**src/rtl/core/pfu_pkg.sv**
```systemverilog
// Shared constants and types for the particle field update core.
// Holds register index codes, reset values and the fade quotient width.
// No dependencies.
package pfu_pkg;

  // Configuration register index.
  localparam int unsigned CFG_IDX_W = 2;

  typedef enum logic [CFG_IDX_W-1:0] {
    CFG_FIELD_ENABLE = 2'd0,
    CFG_BOX_MIN      = 2'd1,
    CFG_BOX_MAX      = 2'd2,
    CFG_ACCEL_STEP   = 2'd3
  } cfg_reg_e;

  // Reset values, packed z,y,x with x lowest.
  localparam logic        RST_FIELD_ENABLE = 1'b1;
  localparam logic [47:0] RST_BOX_MIN      = 48'hFF00_FF00_FF00;
  localparam logic [47:0] RST_BOX_MAX      = 48'h0100_0101_0100;
  localparam logic [47:0] RST_ACCEL_STEP   = 48'h0000_0000_0001;

  // Fade value width and divider organisation (two quotient bits per stage).
  localparam int unsigned ALPHA_W        = 8;
  localparam int unsigned BITS_PER_STAGE = 2;
  localparam int unsigned DIV_STAGES     = ALPHA_W / BITS_PER_STAGE;

endpackage

```
**src/rtl/core/pfu_if.sv**
```systemverilog
// Valid/ready stream interfaces for particle items and updated particles.
// Widths follow the coordinate and age widths of the instantiating block.
// No dependencies.
interface pfu_in_if #(
  parameter int unsigned CW = 16,
  parameter int unsigned AW = 10
) ();
  logic                 valid;
  logic                 ready;
  logic signed [CW-1:0] pos_x;
  logic signed [CW-1:0] pos_y;
  logic signed [CW-1:0] pos_z;
  logic signed [CW-1:0] vel_x;
  logic signed [CW-1:0] vel_y;
  logic signed [CW-1:0] vel_z;
  logic [AW-1:0]        age;
  logic [AW-1:0]        life;

  modport source (
    output valid, pos_x, pos_y, pos_z, vel_x, vel_y, vel_z, age, life,
    input  ready
  );
  modport sink (
    input  valid, pos_x, pos_y, pos_z, vel_x, vel_y, vel_z, age, life,
    output ready
  );
endinterface

interface pfu_out_if #(
  parameter int unsigned CW = 16,
  parameter int unsigned AW = 10
) ();
  logic                 valid;
  logic                 ready;
  logic                 alive;
  logic signed [CW-1:0] new_pos_x;
  logic signed [CW-1:0] new_pos_y;
  logic signed [CW-1:0] new_pos_z;
  logic signed [CW-1:0] new_vel_x;
  logic signed [CW-1:0] new_vel_y;
  logic signed [CW-1:0] new_vel_z;
  logic [AW-1:0]        new_age;
  logic [7:0]           alpha;

  modport source (
    output valid, alive, new_pos_x, new_pos_y, new_pos_z,
           new_vel_x, new_vel_y, new_vel_z, new_age, alpha,
    input  ready
  );
  modport sink (
    input  valid, alive, new_pos_x, new_pos_y, new_pos_z,
           new_vel_x, new_vel_y, new_vel_z, new_age, alpha,
    output ready
  );
endinterface

```
**src/rtl/core/pfu_cfg_regs.sv**
```systemverilog
// Configuration register file of the particle field update core.
// Depends on pfu_pkg for register indexes and reset values.
module pfu_cfg_regs #(
  parameter int unsigned CW = 16
) (
  input  logic                            clk_i,
  input  logic                            rst_ni,
  input  logic                            cfg_we_i,
  input  logic [pfu_pkg::CFG_IDX_W-1:0]   cfg_idx_i,
  input  logic [3*CW-1:0]                 cfg_wdata_i,
  output logic                            field_en_o,
  output logic [3*CW-1:0]                 box_min_o,
  output logic [3*CW-1:0]                 box_max_o,
  output logic [3*CW-1:0]                 accel_o
);
  localparam int unsigned CfgW = 3 * CW;

  logic            field_en_q;
  logic [CfgW-1:0] box_min_q;
  logic [CfgW-1:0] box_max_q;
  logic [CfgW-1:0] accel_q;

  always_ff @(posedge clk_i or negedge rst_ni) begin
    if (!rst_ni) begin
      field_en_q <= pfu_pkg::RST_FIELD_ENABLE;
      box_min_q  <= CfgW'(pfu_pkg::RST_BOX_MIN);
      box_max_q  <= CfgW'(pfu_pkg::RST_BOX_MAX);
      accel_q    <= CfgW'(pfu_pkg::RST_ACCEL_STEP);
    end else if (cfg_we_i) begin
      unique case (pfu_pkg::cfg_reg_e'(cfg_idx_i))
        pfu_pkg::CFG_FIELD_ENABLE: field_en_q <= cfg_wdata_i[0];
        pfu_pkg::CFG_BOX_MIN:      box_min_q  <= cfg_wdata_i;
        pfu_pkg::CFG_BOX_MAX:      box_max_q  <= cfg_wdata_i;
        pfu_pkg::CFG_ACCEL_STEP:   accel_q    <= cfg_wdata_i;
      endcase
    end
  end

  assign field_en_o = field_en_q;
  assign box_min_o  = box_min_q;
  assign box_max_o  = box_max_q;
  assign accel_o    = accel_q;
endmodule

```
**src/rtl/core/pfu_kin.sv**
```systemverilog
// Two-stage kinematics front end: expiry test, box field and velocity
// update, then position update and fade numerator. Depends on pfu_pkg.
module pfu_kin #(
  parameter int unsigned CW = 16,
  parameter int unsigned AW = 10
) (
  input  logic                                 clk_i,
  input  logic                                 rst_ni,
  input  logic                                 en_i,
  input  logic                                 valid_i,
  input  logic [3*CW-1:0]                      pos_i,
  input  logic [3*CW-1:0]                      vel_i,
  input  logic [AW-1:0]                        age_i,
  input  logic [AW-1:0]                        life_i,
  input  logic                                 field_en_i,
  input  logic [3*CW-1:0]                      box_min_i,
  input  logic [3*CW-1:0]                      box_max_i,
  input  logic [3*CW-1:0]                      accel_i,
  output logic                                 valid_o,
  output logic                                 alive_o,
  output logic [3*CW-1:0]                      pos_o,
  output logic [3*CW-1:0]                      vel_o,
  output logic [AW-1:0]                        age_o,
  output logic [AW-1:0]                        life_o,
  output logic [AW+pfu_pkg::ALPHA_W-1:0]       num_o
);
  localparam int unsigned NW = AW + pfu_pkg::ALPHA_W;

  function automatic logic signed [CW-1:0] sat_add(
    input logic signed [CW-1:0] a,
    input logic signed [CW-1:0] b
  );
    logic signed [CW:0] s;
    s = {a[CW-1], a} + {b[CW-1], b};
    if (s[CW] != s[CW-1]) begin
      sat_add = s[CW] ? {1'b1, {(CW-1){1'b0}}} : {1'b0, {(CW-1){1'b1}}};
    end else begin
      sat_add = s[CW-1:0];
    end
  endfunction

  // Stage 1: expiry, box test, velocity
  logic            dead;
  logic            in_box;
  logic            apply;
  logic [3*CW-1:0] vel1_d;
  logic [AW-1:0]   age1_d;

  always_comb begin
    dead   = (age_i >= life_i);
    in_box = 1'b1;
    for (int k = 0; k < 3; k++) begin
      if ($signed(pos_i[k*CW +: CW]) < $signed(box_min_i[k*CW +: CW]) ||
          $signed(pos_i[k*CW +: CW]) > $signed(box_max_i[k*CW +: CW])) begin
        in_box = 1'b0;
      end
    end
    apply = field_en_i && in_box && !dead;
    for (int k = 0; k < 3; k++) begin
      vel1_d[k*CW +: CW] = apply ? sat_add(vel_i[k*CW +: CW], accel_i[k*CW +: CW])
                                 : vel_i[k*CW +: CW];
    end
    age1_d = dead ? age_i : age_i + AW'(1);
  end

  logic            v1_q;
  logic            alive1_q;
  logic [3*CW-1:0] pos1_q;
  logic [3*CW-1:0] vel1_q;
  logic [AW-1:0]   age1_q;
  logic [AW-1:0]   life1_q;

  always_ff @(posedge clk_i or negedge rst_ni) begin
    if (!rst_ni) begin
      v1_q <= 1'b0;
    end else if (en_i) begin
      v1_q <= valid_i;
    end
  end

  always_ff @(posedge clk_i) begin
    if (en_i) begin
      alive1_q <= !dead;
      pos1_q   <= pos_i;
      vel1_q   <= vel1_d;
      age1_q   <= age1_d;
      life1_q  <= life_i;
    end
  end

  // Stage 2: position and fade numerator 255 * age
  logic [3*CW-1:0] pos2_d;
  logic [NW-1:0]   num2_d;

  always_comb begin
    for (int k = 0; k < 3; k++) begin
      pos2_d[k*CW +: CW] = alive1_q ? sat_add(pos1_q[k*CW +: CW], vel1_q[k*CW +: CW])
                                    : pos1_q[k*CW +: CW];
    end
    num2_d = {age1_q, {pfu_pkg::ALPHA_W{1'b0}}} - NW'(age1_q);
  end

  logic            v2_q;
  logic            alive2_q;
  logic [3*CW-1:0] pos2_q;
  logic [3*CW-1:0] vel2_q;
  logic [AW-1:0]   age2_q;
  logic [AW-1:0]   life2_q;
  logic [NW-1:0]   num2_q;

  always_ff @(posedge clk_i or negedge rst_ni) begin
    if (!rst_ni) begin
      v2_q <= 1'b0;
    end else if (en_i) begin
      v2_q <= v1_q;
    end
  end

  always_ff @(posedge clk_i) begin
    if (en_i) begin
      alive2_q <= alive1_q;
      pos2_q   <= pos2_d;
      vel2_q   <= vel1_q;
      age2_q   <= age1_q;
      life2_q  <= life1_q;
      num2_q   <= num2_d;
    end
  end

  assign valid_o = v2_q;
  assign alive_o = alive2_q;
  assign pos_o   = pos2_q;
  assign vel_o   = vel2_q;
  assign age_o   = age2_q;
  assign life_o  = life2_q;
  assign num_o   = num2_q;
endmodule

```
**src/rtl/core/pfu_div_step.sv**
```systemverilog
// One pipelined restoring-division stage: resolves two quotient bits of
// the fade ratio and carries the particle payload alongside. Uses pfu_pkg.
module pfu_div_step #(
  parameter int unsigned AW     = 10,
  parameter int unsigned HI     = 7,
  parameter int unsigned PASS_W = 107
) (
  input  logic                                clk_i,
  input  logic                                rst_ni,
  input  logic                                en_i,
  input  logic                                valid_i,
  input  logic [AW+pfu_pkg::ALPHA_W-1:0]      rem_i,
  input  logic [AW-1:0]                       life_i,
  input  logic [pfu_pkg::ALPHA_W-1:0]         quo_i,
  input  logic [PASS_W-1:0]                   pass_i,
  output logic                                valid_o,
  output logic [AW+pfu_pkg::ALPHA_W-1:0]      rem_o,
  output logic [AW-1:0]                       life_o,
  output logic [pfu_pkg::ALPHA_W-1:0]         quo_o,
  output logic [PASS_W-1:0]                   pass_o
);
  localparam int unsigned NW = AW + pfu_pkg::ALPHA_W;
  localparam int unsigned LO = HI - 1;

  logic [NW-1:0]                 dv_hi;
  logic [NW-1:0]                 dv_lo;
  logic [NW-1:0]                 rem_mid;
  logic [NW-1:0]                 rem_d;
  logic [pfu_pkg::ALPHA_W-1:0]   quo_d;

  always_comb begin
    dv_hi   = NW'(life_i) << HI;
    dv_lo   = NW'(life_i) << LO;
    quo_d   = quo_i;
    rem_mid = rem_i;
    if (rem_i >= dv_hi) begin
      rem_mid   = rem_i - dv_hi;
      quo_d[HI] = 1'b1;
    end
    rem_d = rem_mid;
    if (rem_mid >= dv_lo) begin
      rem_d     = rem_mid - dv_lo;
      quo_d[LO] = 1'b1;
    end
  end

  logic                          v_q;
  logic [NW-1:0]                 rem_q;
  logic [AW-1:0]                 life_q;
  logic [pfu_pkg::ALPHA_W-1:0]   quo_q;
  logic [PASS_W-1:0]             pass_q;

  always_ff @(posedge clk_i or negedge rst_ni) begin
    if (!rst_ni) begin
      v_q <= 1'b0;
    end else if (en_i) begin
      v_q <= valid_i;
    end
  end

  always_ff @(posedge clk_i) begin
    if (en_i) begin
      rem_q  <= rem_d;
      life_q <= life_i;
      quo_q  <= quo_d;
      pass_q <= pass_i;
    end
  end

  assign valid_o = v_q;
  assign rem_o   = rem_q;
  assign life_o  = life_q;
  assign quo_o   = quo_q;
  assign pass_o  = pass_q;
endmodule

```
**src/rtl/core/particle_field_update_core.sv**
```systemverilog
// Advances one particle per transaction by one frame: optional box field on
// velocity, saturating Euler step on position, age increment and fade alpha.
// Accepts one particle every cycle unless the output stalls; the result goes
// through the two kinematics stages and the four radix-4 stages of the
// 255*age/life divider. The whole pipeline holds while a finished result
// waits at the output. Depends on pfu_pkg, pfu_if, pfu_cfg_regs, pfu_kin and
// pfu_div_step.
module particle_field_update_core #(
  parameter int unsigned COORD_WIDTH = 16,
  parameter int unsigned AGE_WIDTH   = 10
) (
  input  logic                                clk_i,
  input  logic                                rst_ni,
  input  logic                                cfg_we_i,
  input  logic [pfu_pkg::CFG_IDX_W-1:0]       cfg_idx_i,
  input  logic [3*COORD_WIDTH-1:0]            cfg_wdata_i,
  pfu_in_if.sink                              in_i,
  pfu_out_if.source                           out_o
);
  localparam int unsigned CW     = COORD_WIDTH;
  localparam int unsigned AW     = AGE_WIDTH;
  localparam int unsigned QW     = pfu_pkg::ALPHA_W;
  localparam int unsigned NW     = AW + QW;
  localparam int unsigned NST    = pfu_pkg::DIV_STAGES;
  localparam int unsigned PASS_W = 1 + 6 * CW + AW;

  logic            field_en;
  logic [3*CW-1:0] box_min;
  logic [3*CW-1:0] box_max;
  logic [3*CW-1:0] accel;

  pfu_cfg_regs #(.CW(CW)) u_cfg (
    .clk_i       (clk_i),
    .rst_ni      (rst_ni),
    .cfg_we_i    (cfg_we_i),
    .cfg_idx_i   (cfg_idx_i),
    .cfg_wdata_i (cfg_wdata_i),
    .field_en_o  (field_en),
    .box_min_o   (box_min),
    .box_max_o   (box_max),
    .accel_o     (accel)
  );

  // Advance every stage together unless the output holds an untaken result.
  logic adv;
  logic [NST:0] v_s;

  assign adv       = !v_s[NST] || out_o.ready;
  assign in_i.ready = adv;

  logic            k_alive;
  logic [3*CW-1:0] k_pos;
  logic [3*CW-1:0] k_vel;
  logic [AW-1:0]   k_age;

  logic [NW-1:0]     rem_s  [NST+1];
  logic [AW-1:0]     life_s [NST+1];
  logic [QW-1:0]     quo_s  [NST+1];
  logic [PASS_W-1:0] pass_s [NST+1];

  pfu_kin #(.CW(CW), .AW(AW)) u_kin (
    .clk_i      (clk_i),
    .rst_ni     (rst_ni),
    .en_i       (adv),
    .valid_i    (in_i.valid),
    .pos_i      ({in_i.pos_z, in_i.pos_y, in_i.pos_x}),
    .vel_i      ({in_i.vel_z, in_i.vel_y, in_i.vel_x}),
    .age_i      (in_i.age),
    .life_i     (in_i.life),
    .field_en_i (field_en),
    .box_min_i  (box_min),
    .box_max_i  (box_max),
    .accel_i    (accel),
    .valid_o    (v_s[0]),
    .alive_o    (k_alive),
    .pos_o      (k_pos),
    .vel_o      (k_vel),
    .age_o      (k_age),
    .life_o     (life_s[0]),
    .num_o      (rem_s[0])
  );

  assign quo_s[0]  = '0;
  assign pass_s[0] = {k_alive, k_pos, k_vel, k_age};

  for (genvar g = 0; g < NST; g++) begin : g_div
    pfu_div_step #(
      .AW     (AW),
      .HI     (QW - 1 - pfu_pkg::BITS_PER_STAGE * g),
      .PASS_W (PASS_W)
    ) u_step (
      .clk_i   (clk_i),
      .rst_ni  (rst_ni),
      .en_i    (adv),
      .valid_i (v_s[g]),
      .rem_i   (rem_s[g]),
      .life_i  (life_s[g]),
      .quo_i   (quo_s[g]),
      .pass_i  (pass_s[g]),
      .valid_o (v_s[g+1]),
      .rem_o   (rem_s[g+1]),
      .life_o  (life_s[g+1]),
      .quo_o   (quo_s[g+1]),
      .pass_o  (pass_s[g+1])
    );
  end

  logic            o_alive;
  logic [3*CW-1:0] o_pos;
  logic [3*CW-1:0] o_vel;
  logic [AW-1:0]   o_age;

  assign {o_alive, o_pos, o_vel, o_age} = pass_s[NST];

  assign out_o.valid     = v_s[NST];
  assign out_o.alive     = o_alive;
  assign out_o.new_pos_x = o_pos[0 +: CW];
  assign out_o.new_pos_y = o_pos[CW +: CW];
  assign out_o.new_pos_z = o_pos[2*CW +: CW];
  assign out_o.new_vel_x = o_vel[0 +: CW];
  assign out_o.new_vel_y = o_vel[CW +: CW];
  assign out_o.new_vel_z = o_vel[2*CW +: CW];
  assign out_o.new_age   = o_age;
  // 255 - q is the bitwise complement of an 8-bit quotient; expired fades to 0.
  assign out_o.alpha     = o_alive ? ~quo_s[NST] : '0;
endmodule
```
**src/flat_wrapper.sv**
```systemverilog
// flat-port wrapper written by rule: the top's interface ports become plain ports
module particle_field_update_core_flat 
#(
  parameter int unsigned COORD_WIDTH = 16,
  parameter int unsigned AGE_WIDTH   = 10
)
  (clk_i, rst_ni, cfg_we_i, cfg_idx_i, cfg_wdata_i, in_i_valid, in_i_pos_x, in_i_pos_y, in_i_pos_z, in_i_vel_x, in_i_vel_y, in_i_vel_z, in_i_age, in_i_life, in_i_ready, out_o_valid, out_o_alive, out_o_new_pos_x, out_o_new_pos_y, out_o_new_pos_z, out_o_new_vel_x, out_o_new_vel_y, out_o_new_vel_z, out_o_new_age, out_o_alpha, out_o_ready);
  pfu_in_if in_i_i ();
  pfu_out_if out_o_i ();
  input  logic clk_i;
  input  logic rst_ni;
  input  logic cfg_we_i;
  input  logic [pfu_pkg::CFG_IDX_W-1:0] cfg_idx_i;
  input  logic [3*COORD_WIDTH-1:0] cfg_wdata_i;
  input wire logic [$bits(in_i_i.valid)-1:0] in_i_valid;
  input wire logic [$bits(in_i_i.pos_x)-1:0] in_i_pos_x;
  input wire logic [$bits(in_i_i.pos_y)-1:0] in_i_pos_y;
  input wire logic [$bits(in_i_i.pos_z)-1:0] in_i_pos_z;
  input wire logic [$bits(in_i_i.vel_x)-1:0] in_i_vel_x;
  input wire logic [$bits(in_i_i.vel_y)-1:0] in_i_vel_y;
  input wire logic [$bits(in_i_i.vel_z)-1:0] in_i_vel_z;
  input wire logic [$bits(in_i_i.age)-1:0] in_i_age;
  input wire logic [$bits(in_i_i.life)-1:0] in_i_life;
  output wire logic [$bits(in_i_i.ready)-1:0] in_i_ready;
  output wire logic [$bits(out_o_i.valid)-1:0] out_o_valid;
  output wire logic [$bits(out_o_i.alive)-1:0] out_o_alive;
  output wire logic [$bits(out_o_i.new_pos_x)-1:0] out_o_new_pos_x;
  output wire logic [$bits(out_o_i.new_pos_y)-1:0] out_o_new_pos_y;
  output wire logic [$bits(out_o_i.new_pos_z)-1:0] out_o_new_pos_z;
  output wire logic [$bits(out_o_i.new_vel_x)-1:0] out_o_new_vel_x;
  output wire logic [$bits(out_o_i.new_vel_y)-1:0] out_o_new_vel_y;
  output wire logic [$bits(out_o_i.new_vel_z)-1:0] out_o_new_vel_z;
  output wire logic [$bits(out_o_i.new_age)-1:0] out_o_new_age;
  output wire logic [$bits(out_o_i.alpha)-1:0] out_o_alpha;
  input wire logic [$bits(out_o_i.ready)-1:0] out_o_ready;
  assign in_i_i.valid = in_i_valid;
  assign in_i_i.pos_x = in_i_pos_x;
  assign in_i_i.pos_y = in_i_pos_y;
  assign in_i_i.pos_z = in_i_pos_z;
  assign in_i_i.vel_x = in_i_vel_x;
  assign in_i_i.vel_y = in_i_vel_y;
  assign in_i_i.vel_z = in_i_vel_z;
  assign in_i_i.age = in_i_age;
  assign in_i_i.life = in_i_life;
  assign in_i_ready = in_i_i.ready;
  assign out_o_valid = out_o_i.valid;
  assign out_o_alive = out_o_i.alive;
  assign out_o_new_pos_x = out_o_i.new_pos_x;
  assign out_o_new_pos_y = out_o_i.new_pos_y;
  assign out_o_new_pos_z = out_o_i.new_pos_z;
  assign out_o_new_vel_x = out_o_i.new_vel_x;
  assign out_o_new_vel_y = out_o_i.new_vel_y;
  assign out_o_new_vel_z = out_o_i.new_vel_z;
  assign out_o_new_age = out_o_i.new_age;
  assign out_o_alpha = out_o_i.alpha;
  assign out_o_i.ready = out_o_ready;
  particle_field_update_core #(.COORD_WIDTH(COORD_WIDTH), .AGE_WIDTH(AGE_WIDTH)) u_core (.clk_i(clk_i), .rst_ni(rst_ni), .cfg_we_i(cfg_we_i), .cfg_idx_i(cfg_idx_i), .cfg_wdata_i(cfg_wdata_i), .in_i(in_i_i), .out_o(out_o_i));
endmodule
```
**config.mk**
```make
export PLATFORM = sky130hd
export DESIGN_NAME = particle_field_update_core_flat
export DESIGN_NICKNAME = d
export VERILOG_FILES = /design/src/rtl/core/pfu_pkg.sv /design/src/rtl/core/pfu_if.sv /design/src/rtl/core/pfu_cfg_regs.sv /design/src/rtl/core/pfu_kin.sv /design/src/rtl/core/pfu_div_step.sv /design/src/rtl/core/particle_field_update_core.sv /design/src/flat_wrapper.sv
export SDC_FILE = /design/constraint.sdc
export NUM_CORES = 1
export LEC_CHECK = 0
export ABC_CLOCK_PERIOD_IN_PS = 28300
export BUFFER_PORTS_ARGS = -buffer_cell sky130_fd_sc_hd__clkbuf_2
export CAP_MARGIN = 30
export CORE_MARGIN = 2
export CORE_UTILIZATION = 35
export CTS_CLUSTER_DIAMETER = 120
export DETAILED_ROUTE_END_ITERATION = 16
export SYNTH_ARGS = -nofsm -noshare
export SYNTH_HDL_FRONTEND = slang
export SYNTH_HIERARCHICAL = 1
export SYNTH_SLANG_ARGS = --single-unit
```
**constraint.sdc**
```tcl
create_clock -name clk_i -period 28.3 [get_ports clk_i]
set_clock_uncertainty 0.2 [all_clocks]
set_input_delay 2.83 -clock clk_i [delete_from_list [all_inputs] [get_ports clk_i]]
set_output_delay 2.83 -clock clk_i [all_outputs]
set_load 0.05 [all_outputs]
```
# [After elaboration in Yosys (flattened, before gate mapping)]
# Index checks and enable logic that the tools add are counted.
[classes] add_sub_neg=15 order_cmp=15 eq_ne=9 n_mux=32 n_bitwise=1 n_reduce_logical=13
[ops] op="$mux 16" count=18
[ops] op="$mux 18" count=7
[ops] op="$add 16x16->17" count=6
[ops] op="$gt 16x16->1" count=3
[ops] op="$lt 16x16->1" count=3
[ops] op="$ge 18x10->1" count=1
[ops] op="$ge 18x11->1" count=1
[ops] op="$ge 18x12->1" count=1
[ops] op="$ge 18x13->1" count=1
[ops] op="$ge 18x14->1" count=1
[ops] op="$ge 18x15->1" count=1
[ops] op="$ge 18x16->1" count=1
[ops] op="$ge 18x17->1" count=1
[ops] op="$sub 18x10->18" count=1
[ops] op="$sub 18x11->18" count=1
[ops] op="$sub 18x12->18" count=1
[ops] op="$sub 18x13->18" count=1
[ops] op="$sub 18x14->18" count=1
[ops] op="$sub 18x15->18" count=1
[ops] op="$sub 18x16->18" count=1
[ops] op="$sub 18x17->18" count=1
[ops] op="$add 10x1->10 const B" count=1
[ops] op="$ge 10x10->1" count=1
[ops] op="$mux 10" count=1
[ops] op="other kinds (11)" count=29
[word_totals] reg_bits=935 input_bits=171 out_inout_bits=117 elab_cells=126

# [Logic depth before layout (Yosys ltp)]
# Gate-level depths: netlist (run 1).
[logic_depth] ltp_word=8 depth_mapped=21

# [Hierarchy]
# Netlist (run 1), hierarchy kept.
[by_module_without_submodules] mod="pfu_kin" instances=1 cells_per_inst=1533 area_each_um2=16819.9 seq_area_each_um2=7587.3
[by_module_without_submodules] mod="pfu_div_step at u_core.g_div[3].u_step" instances=1 cells_per_inst=380 area_each_um2=6049.6 seq_area_each_um2=4319.1
[by_module_without_submodules] mod="pfu_div_step at u_core.g_div[2].u_step" instances=1 cells_per_inst=352 area_each_um2=5823.1 seq_area_each_um2=4319.1
[by_module_without_submodules] mod="pfu_div_step at u_core.g_div[1].u_step" instances=1 cells_per_inst=340 area_each_um2=5780.5 seq_area_each_um2=4319.1
[by_module_without_submodules] mod="pfu_div_step at u_core.g_div[0].u_step" instances=1 cells_per_inst=326 area_each_um2=5693.0 seq_area_each_um2=4319.1
[by_module_without_submodules] mod="pfu_cfg_regs" instances=1 cells_per_inst=309 area_each_um2=5431.5 seq_area_each_um2=3666.0
[by_module_without_submodules] mod="particle_field_update_core" instances=1 cells_per_inst=10 area_each_um2=60.1 seq_area_each_um2=0.0

# [Least setup slack after synthesis (run 1)]
# OpenSTA, ideal clock, no wires.
[synth_path] path_type="input port to output port" from="input port out_o_ready" to="output port in_i_ready" arrival_time_ps=22893 required_time_ps=25270 setup_slack_ps=2377 cell_stages=1 path_cell_list="nand2b_1"
[synth_between] elab_chain_cells=1
[synth_rtl] element="from (decl)" line_no="flat_wrapper.sv:35" rtl="input wire logic [$bits(out_o_i.ready)-1:0] out_o_ready;"
[synth_rtl] element="$logic_or 1x1->1" line_no="particle_field_update_core.sv:48" rtl="assign adv = !v_s[NST] || out_o.ready;"
[synth_rtl] element="to (decl)" line_no="flat_wrapper.sv:24" rtl="output wire logic [$bits(in_i_i.ready)-1:0] in_i_ready;"
# Every way passes these cells.

# [Worst setup path after layout (run 1)]
# Ends and elaborated chain as after synthesis.

==> impl_results.md, run 1 <==
* Design Area, Final at between 50000 and 60000 um2
* Area of the multi-input gates at 15420 um2
* Hold crit path type: flip-flop to flip-flop
* Fillers at between 10000 and 15000
* CP max FO at between 40 and 50
* # IOs at between 200 and 300
* CP Class: input port to output pin
* Initial antenna violation count at 8
* RePlAce Congestion at 0.8848
* Lkg Pwr at 20.37 nW
* Drt pass-1 iters at 5
* Grt total ovfl at 0
* Fin util at 40.75%
* Mapped Cells at roughly 3100
* Max VDD drop at 0.07292 mV
* Htree depth at 3
* First DRT Iteration DRCs at roughly 1600
* Routed wire length at 97760 um
* Status: completed
* Crit path DAT at around 4000 ps
* Routed vias/inst at 4.939
* Clock Tree Buf Depth at 3
* Clk slew on worst S/H paths at roughly 60 ps
* First-pass GRT wire length at 149700 um
* Critical Path Start Type: input port
* DP HPWL at 72890 um
* Placed instance area at 47690 um2
* Clk_lat worst skew at 700 ps
* Final period util at ~25%
* Syn avg cell area at around 14 um2
* Pin count of the biggest net entering global routing at between 150 and 200
* Max cap viols at 0
* Critical Path End Type: output pin
* Share of layout cells above drive strength 1 at 21.49%
* Setup bufs post-CTS at 0
* Area Overhead vs Synth at 15.64%
* Slew @ Worst Pin at 1035 ps
* Synth Warn # at 6
* I/O Buffers at 287
* CTS tree: done
* Slew Limit Headroom at between 30% and 40%
* Die Wd at 359.6 um
* Max Fclk at 0.1428 GHz
* RSZ-0062 raised after global routing: false
* PD cells at 128.9 nW/um2
* Hold_buf cts at 0
* DRC at 0
* Post-Syn Area at between 40000 and 50000 um2
* Overall global routing resource usage at 14.94%
* Crit path required time at roughly 25000 ps
* Core area at 125600 um2
* Hold Fails Final Rpt at 0
* Final setup violation count at 0
* # nets final at 3979
* Total CTS buffers at roughly 100
* Fin Setup TNS at 0 ps
* Chip Height at 359.6 um
* Final slew viol count at 0
* Root buf cell: clkbuf_16
* Reg area at approximately 28000 um2
* Tmin final at around 7000 ps
* Core Rows at 130
* Routed Antenna Nets at 0
* Total number of vias at between 20000 and 30000
* Vias in the first global route at 25470
* Die area at 129300 um2
* Clk sink count at 946
* Largest register FFs at 428
* Post-cts sizing count at 0
* Initial Utilization at 35.24%
* Average routed wire per standard cell at roughly 19 um
cell usage in the layout (no fill, tap or decap), types with 67 or more instances in the layout:
cell type and n:
edfxtp_1 795, clkbuf_2 286, ha_1 283, inv_1 223, mux2_2 202, a21oi_1 171
nor2_1 158, dfrtp_1 121, o21ai_0 118, nand2_1 111, clkbuf_16 103, xnor2_1 89
a21o_1 67
path summary, 6_finish.rpt:
kind	to	slack, ps	depth (start not counted)	start
hold / removal	u_core/g_div[2].u_step/pass_o[37]	170	0	u_core/g_div[1].u_step/pass_o[37]
setup / recovery	in_i_ready	21300	3	out_o_ready
min in group asynchronous	u_core/u_cfg/box_max_o[41]	1990	1	rst_ni
max in group asynchronous	u_core/u_cfg/box_max_o[23]	24470	2	rst_ni
setup reg to reg	u_core/g_div[2].u_step/rem_o[5]	22780	18	u_core/g_div[1].u_step/life_o[8]
hold reg to reg	u_core/g_div[2].u_step/pass_o[37]	170	0	u_core/g_div[1].u_step/pass_o[37]
metrics by stage:
| step | hold slack, ps | cells | setup slack, ps | total power [W] |
|---|---|---|---|---|
| finish | 174.3 | 5246 | 21300 | 0.006593 |
| global route | 194.4 | 5245 | 21260 | 0.007034 |
| CTS | 179.5 | 5242 | 21270 | 0.006662 |
| detailed placement | 204.5 | 5057 | 21270 | 0.005256 |
| global placement | 200.2 | 5053 | 21290 | 0.005204 |
| floorplan | 200.3 | 3150 | 3041 | 0.004863 |
power by group:
| group | switching (W) | leakage [nW] | internal (W) |
|---|---|---|---|
| registers | 0.000253 | 9.83 | 0.00230 |
| logic | 0.00160 | 8.87 | 0.00108 |
| clock network | 0.000557 | 1.67 | 0.000810 |
layer usage:
layer | wire (um) | vias to the layer above | track usage [%]
li1 | - | 12630 | -
met1 | 45000 | 12620 | 20.25
met2 | 45840 | 521 | 24.17
met3 | 5046 | 126 | 3.252
met4 | 1829 | 6 | 4.119
met5 | 41 | - | 0
final cells by class:
class | instances | area share [%]
flip-flops and latches | 946 | 54.12
multi-input cells | 1925 | 30.13
clock buffers | 118 | 5.148
well taps | 1650 | 4.035
repair buffers | 312 | 3.274
inverters | 224 | 1.643
clock inverters | 67 | 1.634
diodes | 4 | 0.01956
worst max-delay path, cell delays in order:
cell      delay [ps]
clkbuf_2          80
nand2b_4         530
clkbuf_2         520
Power figures use the tool's default switching activity.
==> inputs of run 2 (changes only) <==
--- a/config.mk
+++ b/config.mk
@@ -5,7 +5,7 @@
 export SDC_FILE = /design/constraint.sdc
 export NUM_CORES = 1
 export LEC_CHECK = 0
-export ABC_CLOCK_PERIOD_IN_PS = 28300
+export ABC_CLOCK_PERIOD_IN_PS = 6300
 export BUFFER_PORTS_ARGS = -buffer_cell sky130_fd_sc_hd__clkbuf_2
 export CAP_MARGIN = 30
 export CORE_MARGIN = 2
==> constraint.sdc (replaced) <==
create_clock -name clk_i -period 6.3 [get_ports clk_i]
set_clock_uncertainty 0.2 [all_clocks]
set_input_delay 0.63 -clock clk_i [delete_from_list [all_inputs] [get_ports clk_i]]
set_output_delay 0.63 -clock clk_i [all_outputs]
set_load 0.05 [all_outputs]
==> impl_results.md, run 2 (synthesis gave the netlist of run 1 again) <==
* Status: completed
* M1 GR Usage at 20.39% (+0.14 points)
* Worst r2r dst: u_core/g_div[1].u_step/rem_o[6]
* Final period util at 86.40%
* Clk slew on worst S/H paths at 60 ps (about the same)
* CTS tree: done
* Worst R2R Path Depth at 16 (-2)
* Share of layout cells above drive strength 1 at 21.13% (-0.36 points)
* Pin count of the biggest net entering global routing at 183 (+5.8%)
* CP max-delay cell: nor4_4
* Critical R2R Launch: u_core/g_div[0].u_step/life_o[7]
* Total number of vias at 26210 (+1.1%)
* Initial Utilization at 35.24% (unchanged)
* Final setup violation count at 0 (unchanged)
* Hold path endpoint: u_core/u_cfg/accel_o[45]
* Clk_lat worst skew at 730 ps (+30 ps)
* Drt pass-1 iters at 5 (unchanged)
* Critical Path End Type: flip-flop
* Grt total ovfl at 0 (unchanged)
* Htree depth at 3 (unchanged)
* DRC at 0 (unchanged)
* Die Wd at 359.6 um (unchanged)
* Initial antenna violation count at 5 (-3)
* Most frequent cells in the layout: 795 x edfxtp_1, 286 x clkbuf_2, 283 x ha_1, 223 x inv_1, 202 x mux2_2
* Hold Fails Final Rpt at 0 (unchanged)
* # nets final at 4100 (+3.0%)
* Fillers at 11570 (-0.42%)
* Overall global routing resource usage at 14.90% (-0.042 points)
* Lkg Pwr at 20.82 nW (+2.2%)
* Core area at 125600 um2 (unchanged)
* Core Rows at 130 (unchanged)
* Area Overhead vs Synth at 18.17%
* Die area at 129300 um2 (unchanged)
* Most frequent CP cell: nand2_1
* Commonest non-fill, non-tap cell in the layout: edfxtp_1
* Chip Height at 359.6 um (unchanged)
* Largest register FFs at 428 (unchanged)
* Slew Limit Headroom at 24.72% (-6.0 points)
* Slew @ Worst Pin at 1129 ps (+94.07 ps)
* Clk sink count at 946 (unchanged)
* Max cap viols at 0 (unchanged)
* Hold crit path type: input port to flip-flop
* Clock Tree Buf Depth at 3 (unchanged)
* RePlAce Congestion at 0.8929 (+0.92%)
* Total CTS buffers at 105 (+2.9%)
* CP Class: flip-flop to flip-flop
* Critical path's top delay family: simple AND/OR/NAND/NOR gates
* Hold Crit Start: cfg_wdata_i[45]
* Setup bufs post-CTS at 0 (unchanged)
* First DRT Iteration DRCs at 1682 (+2.4%)
* Final slew viol count at 0 (unchanged)
* Routed Antenna Nets at 0 (unchanged)
* RSZ-0062 raised after global routing: false
* Vias in the first global route at 26110 (+2.5%)
* GR Util met3 at 2.467% (-0.78 points)
* CP max FO at 12 (-72%)
* Routed vias/inst at 4.878 (-1.2%)
* Worst path max stage delay at 800 ps (+270 ps)
* I/O Buffers at 287 (unchanged)
* Crit path required time at 6560 ps (-18710 ps)
* DP HPWL at 70860 um (-2.8%)
* Crit path DAT at 5700 ps (+1730 ps)
* Final hold slack at 55.04 ps (-119.3 ps)
* # IOs at 288 (unchanged)
* Met2 usage at 24.03% (-0.14 points)
* Fin Setup TNS at 0 ps (unchanged)
* PD cells at 565.3 nW/um2 (+340%)
* Max Fclk at about 0.18 GHz
* R2R setup slack at 860 ps (-21920 ps)
* Average routed wire per standard cell at 18.10 um (-2.9%)
* Power Total at 0.02956 W (+350%)
* Layer with the highest usage: met2
* Root buf cell: clkbuf_16
* Routed wire length at 97230 um (-0.53%)
* WP buf/inv at 1 (-1)
* Tmin final at around 5400 ps
* Hold path depth at 2 (+2)
* Critical Path Start Type: flip-flop
* First-pass GRT wire length at 149900 um (+0.17%)
* Max VDD drop at 0.2847 mV (+290%)
* Crit path cell chain: inv_1, ha_1, nand2_1, o21ai_0, nand2b_1, and3_1, nand2_1, nand2_1, ha_1, nor2b_1, o21ai_0, a21oi_1, o32ai_1, o21ai_2, nor4_4, mux2_1
[run 2: changes by cell type in the layout (fill, tap and decap cells not counted), moves of 3 or more]
cell	delta
bufinv_16	-7
dlygate4sd3_1	+111
buf_4	+9
clkinv_4	+5
inv_16	-3
clkinv_16	+3
clkinvlp_4	+7
clkinv_1	+4
[run 2: cell type report]
class	instances	area [um2]	share of cell area [%]
Antenna cell	2	5.005	0.009572
Clock buffer	119	2680	5.126
Clock inverter	76	763.2	1.460
Inverter	224	840.8	1.608
Multi-Input combinational cell	1925	15410	29.47
Sequential cell	946	27690	52.96
Tap cell	1650	2064	3.948
Timing Repair Buffer	430	2831	5.415
[run 2: metrics by stage]
stage / cell area [um2] / instances / util, % / setup slack (ps)
final: 52290 / 5372 / 41.64 / 857.0
after global routing: 52280 / 5370 / 41.64 / 439.1
after CTS: 52280 / 5370 / 41.64 / 909.1
after detailed placement: 47730 / 5064 / 38.01 / 987.1
after global placement: 47720 / 5063 / 38.00 / 1062
after floorplan: 44280 / 3150 / - / -1018
[run 2: report_power, final]
part,total (W),internal (W),switching [W]
clock network,0.00601,0.00342,0.00259
logic,0.0121,0.00490,0.00716
registers,0.0115,0.0103,0.00117
[run 2: per-layer routing]
metal | part of all wire (%) | up-vias
met4 | 2.6 | 4
li1 | - | 12860
met3 | 4.4 | 139
met2 | 47 | 585
met5 | 0.028 | -
met1 | 46 | 12620
[run 2: worst reg2reg max path, delay by kind of cell (launching register included)]
family	cells	cell delay, ps
adders and majority gates	2	700
DFF	1	360
buffers and inverters	1	80
and+or+nand+nor	7	1780
muxes	1	380
AOI/OAI and AO/OA	5	1690
[run 2: worst max path at each step]
stage | startpoint | end | slack, ps | depth (start not counted)
global route | u_core/g_div[0].u_step/life_o[8] | u_core/g_div[1].u_step/rem_o[4] | 440 | 17
CTS | u_core/g_div[0].u_step/life_o[7] | u_core/g_div[1].u_step/rem_o[6] | 910 | 16
finish | u_core/g_div[0].u_step/life_o[7] | u_core/g_div[1].u_step/rem_o[6] | 860 | 16
global placement | u_core/g_div[0].u_step/life_o[7] | u_core/g_div[1].u_step/rem_o[6] | 1060 | 16
floorplan | out_o_ready | u_core/g_div[3].u_step/valid_o | -1020 | 2
detailed placement | u_core/g_div[0].u_step/life_o[8] | u_core/g_div[1].u_step/rem_o[6] | 990 | 16
[run 2: what timing repair did]
item	in CTS	in global routing
hold buffers	111	0
endpoints found under the hold margin	246	0
resized for setup	0	0
==> inputs of run 3 (changes only) <==
--- a/config.mk
+++ b/config.mk
@@ -8,10 +8,14 @@
 export ABC_CLOCK_PERIOD_IN_PS = 6300
 export BUFFER_PORTS_ARGS = -buffer_cell sky130_fd_sc_hd__clkbuf_2
 export CAP_MARGIN = 30
+export CELL_PAD_IN_SITES_DETAIL_PLACEMENT = 1
+export CELL_PAD_IN_SITES_GLOBAL_PLACEMENT = 1
+export CORE_ASPECT_RATIO = 2
 export CORE_MARGIN = 2
 export CORE_UTILIZATION = 35
 export CTS_CLUSTER_DIAMETER = 120
 export DETAILED_ROUTE_END_ITERATION = 16
+export PLACE_DENSITY_LB_ADDON = 0.1
 export SYNTH_ARGS = -nofsm -noshare
 export SYNTH_HDL_FRONTEND = slang
 export SYNTH_HIERARCHICAL = 1
==> impl_results.md, run 3 (synthesis gave the netlist of run 1 again) <==
* Routed wire length at 113600 um (+17%)
* Met2 Routed Length at 63130 um (+40%)
* First-pass GRT wire length at 174100 um (+16%)
* Clk sink count at 946 (unchanged)
* I/O Buffers at 287 (unchanged)
* Crit path DAT at 5820 ps (+120 ps)
* First DRT Iteration DRCs at 1035 (-38%)
* Final WS setup at 704.8 ps (-152.3 ps)
* Core area at 125500 um2 (about the same)
* Grt total ovfl at 0 (unchanged)
* Critical path's top delay family: simple AND/OR/NAND/NOR gates
* RSZ-0062 raised after global routing: false
* Commonest non-fill, non-tap cell in the layout: edfxtp_1
* Pre-CTS setup slack at 718.0 ps (-269.1 ps)
* Die area at 129500 um2 (+0.14%)
* Setup bufs post-CTS at 0 (unchanged)
* Pin count of the biggest net entering global routing at 184 (+0.55%)
* Fillers at 12920 (+12%)
* Initial Utilization at 35.26% (about the same)
* Largest register FFs at 428 (unchanged)
* Worst path max stage delay at 600 ps (-200 ps)
* Total CTS buffers at 88 (-16%)
* Status: completed
* CTS tree: done
* Vias in the first global route at 29790 (+14%)
* CP Class: flip-flop to flip-flop
* Post-cts sizing count at 0 (unchanged)
* Routed Antenna Nets at 0 (unchanged)
* Chip Height at 506.8 um (+41%)
* Final slew viol count at 0 (unchanged)
* Most frequent cells in the layout: 795 x edfxtp_1, 286 x clkbuf_2, 283 x ha_1, 223 x inv_1, 202 x mux2_2
* Crit. Startpoint: u_core/g_div[1].u_step/life_o[8]
* DR WL met3 at 3216 um (-25%)
* Clock Tree Buf Depth at 3 (unchanged)
* Hold_buf cts at 100 (-9.9%)
* DRC at 0 (unchanged)
* Root buf cell: clkbuf_16
* Average routed wire per standard cell at 21.26 um (+17%)
* Area Overhead vs Synth at 16.95%
* Clk_lat worst skew at 690 ps (-40 ps)
* Hold Crit Start: cfg_wdata_i[4]
* Crit path cell chain: inv_1, ha_1, nand4b_1, or4_4, nand3_1, nor2_1, buf_4, nand2_1, o21ai_0, fa_1, a21o_1, a21oi_1, nor2b_1, nor2_1, o31ai_1, nor3_2, and4_1, buf_4, mux2_2
* DP HPWL at 88130 um (+24%)
* Final period util at 88.81% (+2.4 points)
* Core Rows at 184 (+42%)
* Lkg Pwr at 20.56 nW (-1.2%)
* Total number of vias at 26770 (+2.1%)
* Routed vias/inst at 5.007 (+2.6%)
* Die Wd at 255.4 um (-29%)
* Critical Path End Type: flip-flop
* # nets final at 4066 (-0.83%)
* Area of the multi-input gates at 15420 um2 (about the same)
* RePlAce Congestion at 0.8896 (-0.37%)
* CP max-delay cell: or4_4
* Overall global routing resource usage at 17.57% (+2.7 points)
* Crit path required time at 6530 ps (-30 ps)
* Met1 WL at 42290 um (-6.4%)
* Slew @ Worst Pin at 1125 ps (-4.005 ps)
* Initial antenna violation count at 2 (-3)
* Htree depth at 3 (unchanged)
* Design Area, Final at 51750 um2 (-1.0%)
* Final setup violation count at 0 (unchanged)
* Clk slew on worst S/H paths at 70 ps (about the same)
* Final hold slack at 74.44 ps (+19.40 ps)
* Uppermost layer routed: met5
* Slew Limit Headroom at 24.98% (+0.27 points)
* Tmin final at 5595 ps (+152.3 ps)
* Hold crit path type: input port to flip-flop
* Reg area at 27690 um2 (unchanged)
* Critical R2R Launch: u_core/g_div[1].u_step/life_o[8]
* Drt pass-1 iters at 5 (unchanged)
* Fin util at 41.24% (-0.40 points)
* PD cells at 575.7 nW/um2 (+1.8%)
* Max VDD drop at 0.2467 mV (-13%)
* Critical Path Start Type: flip-flop
* CP max FO at 15 (+3)
* Max Fclk at 0.1787 GHz (-2.7%)
* Hold Fails Final Rpt at 0 (unchanged)
* WP buf/inv at 3 (+2)
* Max cap viols at 0 (unchanged)
* Share of layout cells above drive strength 1 at 20.84% (-0.29 points)
* Placed instance area at 47730 um2 (about the same)
* # IOs at 288 (unchanged)
## run 3: layout make-up
class / instances / share of cell area [%]
multi-input combinational: 1925 / 29.80
clock inverter: 65 / 1.444
inverter: 224 / 1.625
clock buffer: 98 / 4.369
timing repair buffer: 413 / 5.196
antenna: 1 / 0.004836
tap: 1674 / 4.048
sequential: 946 / 53.51
## run 3: power by group
group,internal (W),leakage (nW),switching (W)
logic,0.00493,9.30,0.00781
clock network,0.00309,1.44,0.00246
registers,0.0103,9.83,0.00118
## run 3: routing by layer
metal	vias up	track usage (%)
met5	-	0
met4	2	8.064
met3	202	2.363
met2	448	34.66
met1	13370	18.07
li1	12740	-
## run 3: stage by stage
stage,std cells,TNS [ps],power [W]
after floorplan,3150,-554900,0.02087
after global routing,5346,0,0.03177
after detailed placement,5082,0,0.02449
final,5346,0,0.02979
after global placement,5080,0,0.02402
after CTS,5345,0,0.03027
## run 3: final timing paths
| kind | cells past startpoint | endpoint | slack [ps] |
|---|---|---|---|
| worst max register to register | 19 | u_core/g_div[2].u_step/rem_o[4] | 700 |
| max in group asynchronous | 3 | u_core/g_div[3].u_step/valid_o | 4210 |
| worst min register to register | 0 | u_core/g_div[1].u_step/pass_o[27] | 210 |
| min in group asynchronous | 2 | u_core/u_cfg/box_min_o[39] | 270 |
| worst min-delay path | 2 | u_core/u_cfg/box_max_o[4] | 70 |
| worst max-delay path | 19 | u_core/g_div[2].u_step/rem_o[4] | 700 |
